**src/tdpl_pkg.sv**
```systemverilog
`timescale 1ns / 1ps
// Shared types and constants for the trial-division prime lister.
// No dependencies.
package tdpl_pkg;

  localparam int unsigned ValW     = 9;
  localparam int unsigned PrimeW   = 5;
  // Primes up to the square root of the largest limit: 2, 3, 5, 7, 11, 13, 17.
  localparam int unsigned NumCells = 7;

  localparam logic [ValW-1:0] LimitMax  = 9'd311;
  localparam logic [ValW-1:0] FirstCand = 9'd2;

  typedef struct packed {
    logic            vld;
    logic            fin;
    logic            comp;
    logic            taken;
    logic [ValW-1:0] num;
  } tok_t;

endpackage

```
**src/tdpl_in_if.sv**
```systemverilog
`timescale 1ns / 1ps
// Input channel: one limit per item.
// Depends on tdpl_pkg.
interface tdpl_in_if;
  logic                     valid;
  logic                     ready;
  logic [tdpl_pkg::ValW-1:0] limit;

  modport source (output valid, output limit, input ready);
  modport sink (input valid, input limit, output ready);
endinterface

```
**src/tdpl_out_if.sv**
```systemverilog
`timescale 1ns / 1ps
// Output channel: one prime per item, flagged valid and last.
// Depends on tdpl_pkg.
interface tdpl_out_if;
  logic                     valid;
  logic                     ready;
  logic [tdpl_pkg::ValW-1:0] prime_value;
  logic                     valid_res;
  logic                     last;

  modport source (output valid, output prime_value, output valid_res, output last,
                  input ready);
  modport sink (input valid, input prime_value, input valid_res, input last,
                output ready);
endinterface

```
**src/trial_division_prime_lister.sv**
```systemverilog
`timescale 1ns / 1ps
// Prime lister: candidates 2..min(limit,311) step one per cycle while the output
// does not stall, through a chain of 7 sieve cells, then a closing item; the tail
// emits each prime. Output stalls freeze the whole chain. A new limit is taken only
// after the last result of the previous one has been accepted.
// Reset clears control and empties all cells; no clearing pass is needed.
module trial_division_prime_lister (
  input  logic       clk_i,
  input  logic       rst_ni,
  tdpl_in_if.sink    in_i,
  tdpl_out_if.source out_o
);

  logic                      busy_q, feed_q;
  logic [tdpl_pkg::ValW-1:0] cand_q, lim_q;
  logic                      adv, done, in_take, cand_fin;
  tdpl_pkg::tok_t            tok [tdpl_pkg::NumCells+1];

  assign in_i.ready = !busy_q;
  assign in_take    = in_i.valid && !busy_q;
  assign cand_fin   = cand_q > lim_q;

  always_comb begin
    tok[0].vld   = feed_q;
    tok[0].fin   = cand_fin;
    tok[0].comp  = 1'b0;
    tok[0].taken = 1'b0;
    tok[0].num   = cand_q;
  end

  always_ff @(posedge clk_i or negedge rst_ni) begin
    if (!rst_ni) begin
      busy_q <= 1'b0;
      feed_q <= 1'b0;
    end else begin
      if (in_take) begin
        busy_q <= 1'b1;
        feed_q <= 1'b1;
      end else begin
        if (done) begin
          busy_q <= 1'b0;
        end
        if (adv && feed_q && cand_fin) begin
          feed_q <= 1'b0;
        end
      end
    end
  end

  always_ff @(posedge clk_i) begin
    if (in_take) begin
      cand_q <= tdpl_pkg::FirstCand;
      lim_q  <= (in_i.limit > tdpl_pkg::LimitMax) ? tdpl_pkg::LimitMax : in_i.limit;
    end else if (adv && feed_q && !cand_fin) begin
      cand_q <= cand_q + tdpl_pkg::ValW'(1);
    end
  end

  for (genvar i = 0; i < tdpl_pkg::NumCells; i++) begin : g_cell
    tdpl_cell u_cell (
      .clk_i  (clk_i),
      .rst_ni (rst_ni),
      .en_i   (adv),
      .tok_i  (tok[i]),
      .tok_o  (tok[i+1])
    );
  end

  tdpl_collect u_collect (
    .clk_i  (clk_i),
    .rst_ni (rst_ni),
    .tok_i  (tok[tdpl_pkg::NumCells]),
    .adv_o  (adv),
    .done_o (done),
    .out_o  (out_o)
  );

`ifndef SYNTHESIS
  a_out_in_run: assert property (@(posedge clk_i) disable iff (!rst_ni)
    out_o.valid |-> busy_q)
    else $error("result outside a run");

  a_empty_is_last: assert property (@(posedge clk_i) disable iff (!rst_ni)
    (out_o.valid && !out_o.valid_res) |-> out_o.last)
    else $error("empty result not last");

  a_cand_bound: assert property (@(posedge clk_i) disable iff (!rst_ni)
    feed_q |-> ((cand_q == tdpl_pkg::FirstCand) ||
                ({1'b0, cand_q} <= ({1'b0, lim_q} + 10'd1))))
    else $error("candidate ran past limit");

  a_done_frees: assert property (@(posedge clk_i) disable iff (!rst_ni)
    done |=> (in_i.ready && !feed_q))
    else $error("input not freed after last result");
`endif

endmodule

```
**src/tdpl_cell.sv**
```systemverilog
`timescale 1ns / 1ps
// Sieve cell: holds one small prime and the running residue of the candidate
// stream modulo that prime. Depends on tdpl_pkg.
module tdpl_cell (
  input  logic           clk_i,
  input  logic           rst_ni,
  input  logic           en_i,
  input  tdpl_pkg::tok_t tok_i,
  output tdpl_pkg::tok_t tok_o
);

  logic                        full_q, full_d;
  logic [tdpl_pkg::PrimeW-1:0] prime_q, prime_d;
  logic [tdpl_pkg::PrimeW-1:0] res_q, res_d, res_inc;
  tdpl_pkg::tok_t              tok_q, tok_d;

  always_comb begin
    tok_d   = tok_i;
    full_d  = full_q;
    prime_d = prime_q;
    res_d   = res_q;
    res_inc = (res_q == (prime_q - tdpl_pkg::PrimeW'(1))) ? '0 :
              (res_q + tdpl_pkg::PrimeW'(1));
    if (tok_i.vld) begin
      if (tok_i.fin) begin
        full_d = 1'b0;
      end else if (full_q) begin
        res_d = res_inc;
        if (res_inc == '0) begin
          tok_d.comp = 1'b1;
        end
      end else if (!tok_i.comp && !tok_i.taken) begin
        full_d      = 1'b1;
        prime_d     = tok_i.num[tdpl_pkg::PrimeW-1:0];
        res_d       = '0;
        tok_d.taken = 1'b1;
      end
    end
  end

  always_ff @(posedge clk_i or negedge rst_ni) begin
    if (!rst_ni) begin
      full_q <= 1'b0;
      tok_q  <= '0;
    end else if (en_i) begin
      full_q <= full_d;
      tok_q  <= tok_d;
    end
  end

  always_ff @(posedge clk_i) begin
    if (en_i) begin
      prime_q <= prime_d;
      res_q   <= res_d;
    end
  end

  assign tok_o = tok_q;

endmodule

```
**src/tdpl_collect.sv**
```systemverilog
`timescale 1ns / 1ps
// Chain tail: holds back one prime so the final one can carry last, and
// drives the output register. Depends on tdpl_pkg and tdpl_out_if.
module tdpl_collect (
  input  logic              clk_i,
  input  logic              rst_ni,
  input  tdpl_pkg::tok_t    tok_i,
  output logic              adv_o,
  output logic              done_o,
  tdpl_out_if.source        out_o
);

  logic                      pend_vld_q, pend_vld_d;
  logic [tdpl_pkg::ValW-1:0] pend_q, pend_d;
  logic                      out_vld_q, out_vld_d;
  logic [tdpl_pkg::ValW-1:0] out_val_q, out_val_d;
  logic                      out_res_q, out_res_d;
  logic                      out_last_q, out_last_d;
  logic                      out_take;

  assign out_take = out_vld_q && out_o.ready;
  assign adv_o    = !out_vld_q || out_o.ready;
  assign done_o   = out_take && out_last_q;

  always_comb begin
    pend_vld_d = pend_vld_q;
    pend_d     = pend_q;
    out_vld_d  = out_take ? 1'b0 : out_vld_q;
    out_val_d  = out_val_q;
    out_res_d  = out_res_q;
    out_last_d = out_last_q;
    if (adv_o && tok_i.vld) begin
      if (tok_i.fin) begin
        out_vld_d  = 1'b1;
        out_val_d  = pend_vld_q ? pend_q : '0;
        out_res_d  = pend_vld_q;
        out_last_d = 1'b1;
        pend_vld_d = 1'b0;
      end else if (!tok_i.comp) begin
        if (pend_vld_q) begin
          out_vld_d  = 1'b1;
          out_val_d  = pend_q;
          out_res_d  = 1'b1;
          out_last_d = 1'b0;
        end
        pend_vld_d = 1'b1;
        pend_d     = tok_i.num;
      end
    end
  end

  always_ff @(posedge clk_i or negedge rst_ni) begin
    if (!rst_ni) begin
      pend_vld_q <= 1'b0;
      out_vld_q  <= 1'b0;
    end else begin
      pend_vld_q <= pend_vld_d;
      out_vld_q  <= out_vld_d;
    end
  end

  always_ff @(posedge clk_i) begin
    pend_q     <= pend_d;
    out_val_q  <= out_val_d;
    out_res_q  <= out_res_d;
    out_last_q <= out_last_d;
  end

  assign out_o.valid       = out_vld_q;
  assign out_o.prime_value = out_val_q;
  assign out_o.valid_res   = out_res_q;
  assign out_o.last        = out_last_q;

endmodule

```
**src/flat_wrapper.sv**
```systemverilog
// flat-port wrapper written by rule: the top's interface ports become plain ports
module trial_division_prime_lister_flat 
  (clk_i, rst_ni, in_i_valid, in_i_limit, in_i_ready, out_o_valid, out_o_prime_value, out_o_valid_res, out_o_last, out_o_ready);
  tdpl_in_if in_i_i ();
  tdpl_out_if out_o_i ();
  input  logic clk_i;
  input  logic rst_ni;
  input wire logic [$bits(in_i_i.valid)-1:0] in_i_valid;
  input wire logic [$bits(in_i_i.limit)-1:0] in_i_limit;
  output wire logic [$bits(in_i_i.ready)-1:0] in_i_ready;
  output wire logic [$bits(out_o_i.valid)-1:0] out_o_valid;
  output wire logic [$bits(out_o_i.prime_value)-1:0] out_o_prime_value;
  output wire logic [$bits(out_o_i.valid_res)-1:0] out_o_valid_res;
  output wire logic [$bits(out_o_i.last)-1:0] out_o_last;
  input wire logic [$bits(out_o_i.ready)-1:0] out_o_ready;
  assign in_i_i.valid = in_i_valid;
  assign in_i_i.limit = in_i_limit;
  assign in_i_ready = in_i_i.ready;
  assign out_o_valid = out_o_i.valid;
  assign out_o_prime_value = out_o_i.prime_value;
  assign out_o_valid_res = out_o_i.valid_res;
  assign out_o_last = out_o_i.last;
  assign out_o_i.ready = out_o_ready;
  trial_division_prime_lister u_core (.clk_i(clk_i), .rst_ni(rst_ni), .in_i(in_i_i), .out_o(out_o_i));
endmodule
```
**config.mk**
```make
export PLATFORM = sky130hd
export DESIGN_NAME = trial_division_prime_lister_flat
export DESIGN_NICKNAME = d
export VERILOG_FILES = /design/src/tdpl_pkg.sv /design/src/tdpl_in_if.sv /design/src/tdpl_out_if.sv /design/src/trial_division_prime_lister.sv /design/src/tdpl_cell.sv /design/src/tdpl_collect.sv /design/src/flat_wrapper.sv
export SDC_FILE = /design/constraint.sdc
export NUM_CORES = 1
export LEC_CHECK = 0
export ABC_CLOCK_PERIOD_IN_PS = 4700
export BUFFER_PORTS_ARGS = -buffer_cell sky130_fd_sc_hd__buf_4
export CAP_MARGIN = 20
export CORE_UTILIZATION = 67
export CTS_BUF_LIST = sky130_fd_sc_hd__clkbuf_4 sky130_fd_sc_hd__clkbuf_8 sky130_fd_sc_hd__clkbuf_16
export CTS_CLUSTER_SIZE = 10
export DETAILED_ROUTE_END_ITERATION = 6
export PLACE_DENSITY = 0.95
export SETUP_SLACK_MARGIN = 0.3
export SLEW_MARGIN = 20
export SYNTH_ARGS = -nofsm -noshare
export SYNTH_HDL_FRONTEND = slang
export SYNTH_SLANG_ARGS = --single-unit
```
**constraint.sdc**
```tcl
create_clock -name clk_i -period 4.7 [get_ports clk_i]
set_clock_uncertainty 0.2 [all_clocks]
set_input_delay 0.235 -clock clk_i [delete_from_list [all_inputs] [get_ports clk_i]]
set_output_delay 0.235 -clock clk_i [all_outputs]
set_load 0.02 [all_outputs]
```
==> out/qor.txt <==
worst skew pair latency: 500 ps
Final period util: 60.5%
Post-Synthesis Cells: 901
min-delay src: in_i_valid
DRT iter0 DRCs: 526
Post-route DRC: 0
Final setup violation count: 0
Leakage: 0.00494 uW
hpwl dp: 12.8 mm
Die Span Y: 121 um
postcts setup bufs: 0
final instance area: 10700 um^2
Hold Violations, Final: 0
register area share after synthesis: 59.5%
Crit Path Category: reg -> reg
worst endpoint required time: 4630 ps
Final Wtd Congestion: 0.839
met3 GRT Util: 4.42%
number of flops mapped to enable cells by yosys: 99
Cell Rows: 43
WHS: 91.3 ps
Synth warnings: 0
#FFs+latches synth: 209
Distinct cells, synth: 48
Routed Antenna Nets: 0
Layout Cells excl Fill: 1135
clock net sink count: 209
placed instance count: 1081
ys async rst share: 48.3%
GRT met1 Usage: 34.9%
VDD IR max: 0.000323 V
I/O Buffers: 25
setup TNS: 0 ps
Ports: 26
die area: 14700 um^2
fin crit period: 2840 ps
vias in the first global route: 6809
area grow syn2layout: 12.7%
Clock transition at path regs: 60 ps
fill count: 784
Placed Area: 9870 um^2
ANT cells: 0
TritonCTS buffer count: 24
post-synthesis net count: 938
fin util: 77.4%
most used routing layer: met2
largest net degree at the start of global routing: 62
post-DR wirelength/cell: 17.7 um
global-route wire length before repair: 32.6 mm
WP data arrival: 2770 ps
Achievable Freq: 352 MHz
Hold Path Class: in -> reg
GR Util met2: 50.9%
top_reg_cell synth: dfrtp_1
initial antenna violation count: 0
RSZ-0062 raised after global routing: no
proportion of layout cells with a drive suffix above 1: 9.63%
Core Footprint: 13900 um^2
WL final: 20.1 mm
CTS tree: done
router iterations before antenna repair: 5
Worst Setup SP: u_core.u_collect.out_o.valid
crit path capture type: flop
total grt overflow: 0
Cell Area, Synth: 9540 um^2
Worst Tran Pin Value: 1000 ps
die width: 121 um
max cap viols: 0
max-slew violations: 0
Total Routing Usage GR: 28.5%
Startpoint Class: flop
Initial Util: 68.7%
status: finished clean
DR vias/cell: 5.96
nets@finish: 975
cell at the root of the clock tree: clkbuf_16
vias: 6768
start of the worst register-to-register path: u_core.u_collect.out_o.valid
Max clock buf depth: 3
Pwr Density: 346 nW/um^2
post-synthesis average cell area: 10.6 um^2
Slew HR: 32.2%
CP max FO: 61
CTS H-tree depth: 1
==> metal layers <==
layer	vias up	wire length, um
met1	3317	7940
met2	260	10600
met4	0	535
li1	3130	-
met5	-	0
met3	61	972
==> kinds of logic after synthesis <==
kind of cell / after synthesis / share of synthesized area, %
multiplexers: 9 / 0.944
XOR/XNOR: 71 / 7.38
AO/OA/AOI/OAI: 83 / 6.14
buffers and inverters: 64 / 2.70
AND/OR/NAND/NOR: 441 / 20.1
flip-flops: 209 / 59.5
adder cells (fa/ha/maj): 24 / 3.15
==> stage by stage <==
step	power, uW	worst slack (ps)
2_1_floorplan	1940	2380
3_3_place_gp	1970	2060
3_5_place_dp	1970	1870
4_1_cts	3730	1910
5_1_grt	3810	1710
6_report	3720	1860
==> worst max-delay path, cell delays in order, from the launching register on <==
cell,delay (ps)
dfrtp_1,430
nand2b_4,380
buf_4,580
nand2_1,200
nor3b_1,670
==> flip-flops by register name (all words and copies together), names as in the netlist <==
register and count:
u_core.g_cell.u_cell.tok_o 90, u_core.g_cell.u_cell.prime_q 35, u_core.g_cell.u_cell.res_q 35, u_core.cand_q 9, u_core.lim_q 9, u_core.u_collect.out_o.prime_value 9, u_core.u_collect.pend_q 9, u_core.g_cell.u_cell.full_q 7
u_core.busy_q 1, u_core.feed_q 1, u_core.u_collect.out_o.last 1, u_core.u_collect.out_o.valid 1, u_core.u_collect.out_o.valid_res 1, u_core.u_collect.pend_vld_q 1
==> synthesized netlist by cell type, drive strengths merged (7+ instances only) <==
cell / n / area share, %
nand2: 265 / 10
dfrtp: 101 / 26
edfxtp: 99 / 31
nor2: 67 / 2.6
xnor2: 36 / 3.3
inv: 34 / 1.3
xor2: 29 / 2.7
nand3: 28 / 1.5
ha: 24 / 3.1
a31oi: 21 / 1.4
clkbuf: 18 / 0.73
nor3: 15 / 0.79
a21oi: 14 / 0.85
nand2b: 14 / 0.94
and2: 12 / 0.80
buf: 12 / 0.63
nor3b: 12 / 0.94
o21ai: 10 / 0.52
dfxtp: 9 / 1.9
mux2i: 9 / 0.94
nand4: 7 / 0.52
o21a: 7 / 0.55
or2: 7 / 0.46
==> cell type report <==
type,instances,area (um^2),share of cell area (%)
Tap cell,180,225,2.10
Timing Repair Buffer,41,335,3.12
Inverter,34,128,1.19
Clock buffer,43,761,7.08
Sequential cell,209,5680,52.8
Multi-Input combinational cell,628,3620,33.7
==> timing repair <==
item / CTS / global route
gates resized for setup: 0 / 0
hold buffers: 11 / 0
endpoints found under the hold margin: 81 / 0
==> power breakdown <==
part           switching (uW)  internal, uW  leakage [uW]
logic                    23.2          15.6       0.00198
clock network             682          1090      0.000391
registers                   0          1900       0.00257
total                     706          3010       0.00494
==> final timing paths <==
check,to,slack (ps),depth (start not counted)
setup / recovery,u_core.g_cell[2].u_cell.prime_q[0],1860,4
hold / removal,u_core.busy_q,90,3
setup reg to reg,u_core.g_cell[2].u_cell.prime_q[0],1860,4
hold reg to reg,u_core.u_collect.pend_q[4],260,0
max in group asynchronous,u_core.g_cell[0].u_cell.tok_o[11],3080,3
min in group asynchronous,u_core.g_cell[2].u_cell.tok_o[12],120,2
==> cells in the final DEF, fill, tap and decap left out, types with 2 or more instances in the layout <==
| master | synthesis | final |
|---|---|---|
| a21boi_0 | 6 | 6 |
| xor2_1 | 29 | 29 |
| nor4b_1 | 5 | 5 |
| xnor2_1 | 36 | 36 |
| a21o_1 | 2 | 2 |
| nand3_1 | 28 | 28 |
| nand2b_1 | 13 | 13 |
| nor2_1 | 67 | 67 |
| o22ai_1 | 5 | 5 |
| or2_2 | 7 | 7 |
| ha_1 | 24 | 24 |
| a21oi_1 | 11 | 11 |
| mux2i_1 | 9 | 9 |
| clkbuf_16 | 0 | 25 |
| dlygate4sd3_1 | 0 | 11 |
| a31oi_1 | 21 | 21 |
| inv_1 | 34 | 34 |
| a21oi_2 | 3 | 3 |
| clkbuf_4 | 0 | 18 |
| and2_1 | 11 | 11 |
| and3b_1 | 4 | 4 |
| xnor3_1 | 6 | 6 |
| nand2_1 | 265 | 265 |
| nor3_1 | 15 | 14 |
| nor3b_1 | 12 | 12 |
| o32ai_1 | 6 | 6 |
| dfrtp_1 | 101 | 101 |
| o21ai_0 | 10 | 10 |
| edfxtp_1 | 99 | 99 |
| nand4_1 | 6 | 6 |
| buf_4 | 0 | 30 |
| o21a_1 | 7 | 7 |
| dfxtp_1 | 9 | 9 |
| nor2b_1 | 3 | 2 |
| a211oi_1 | 2 | 2 |
| a2111oi_2 | 2 | 2 |
Note: power is estimated with default switching activity, not from simulation.
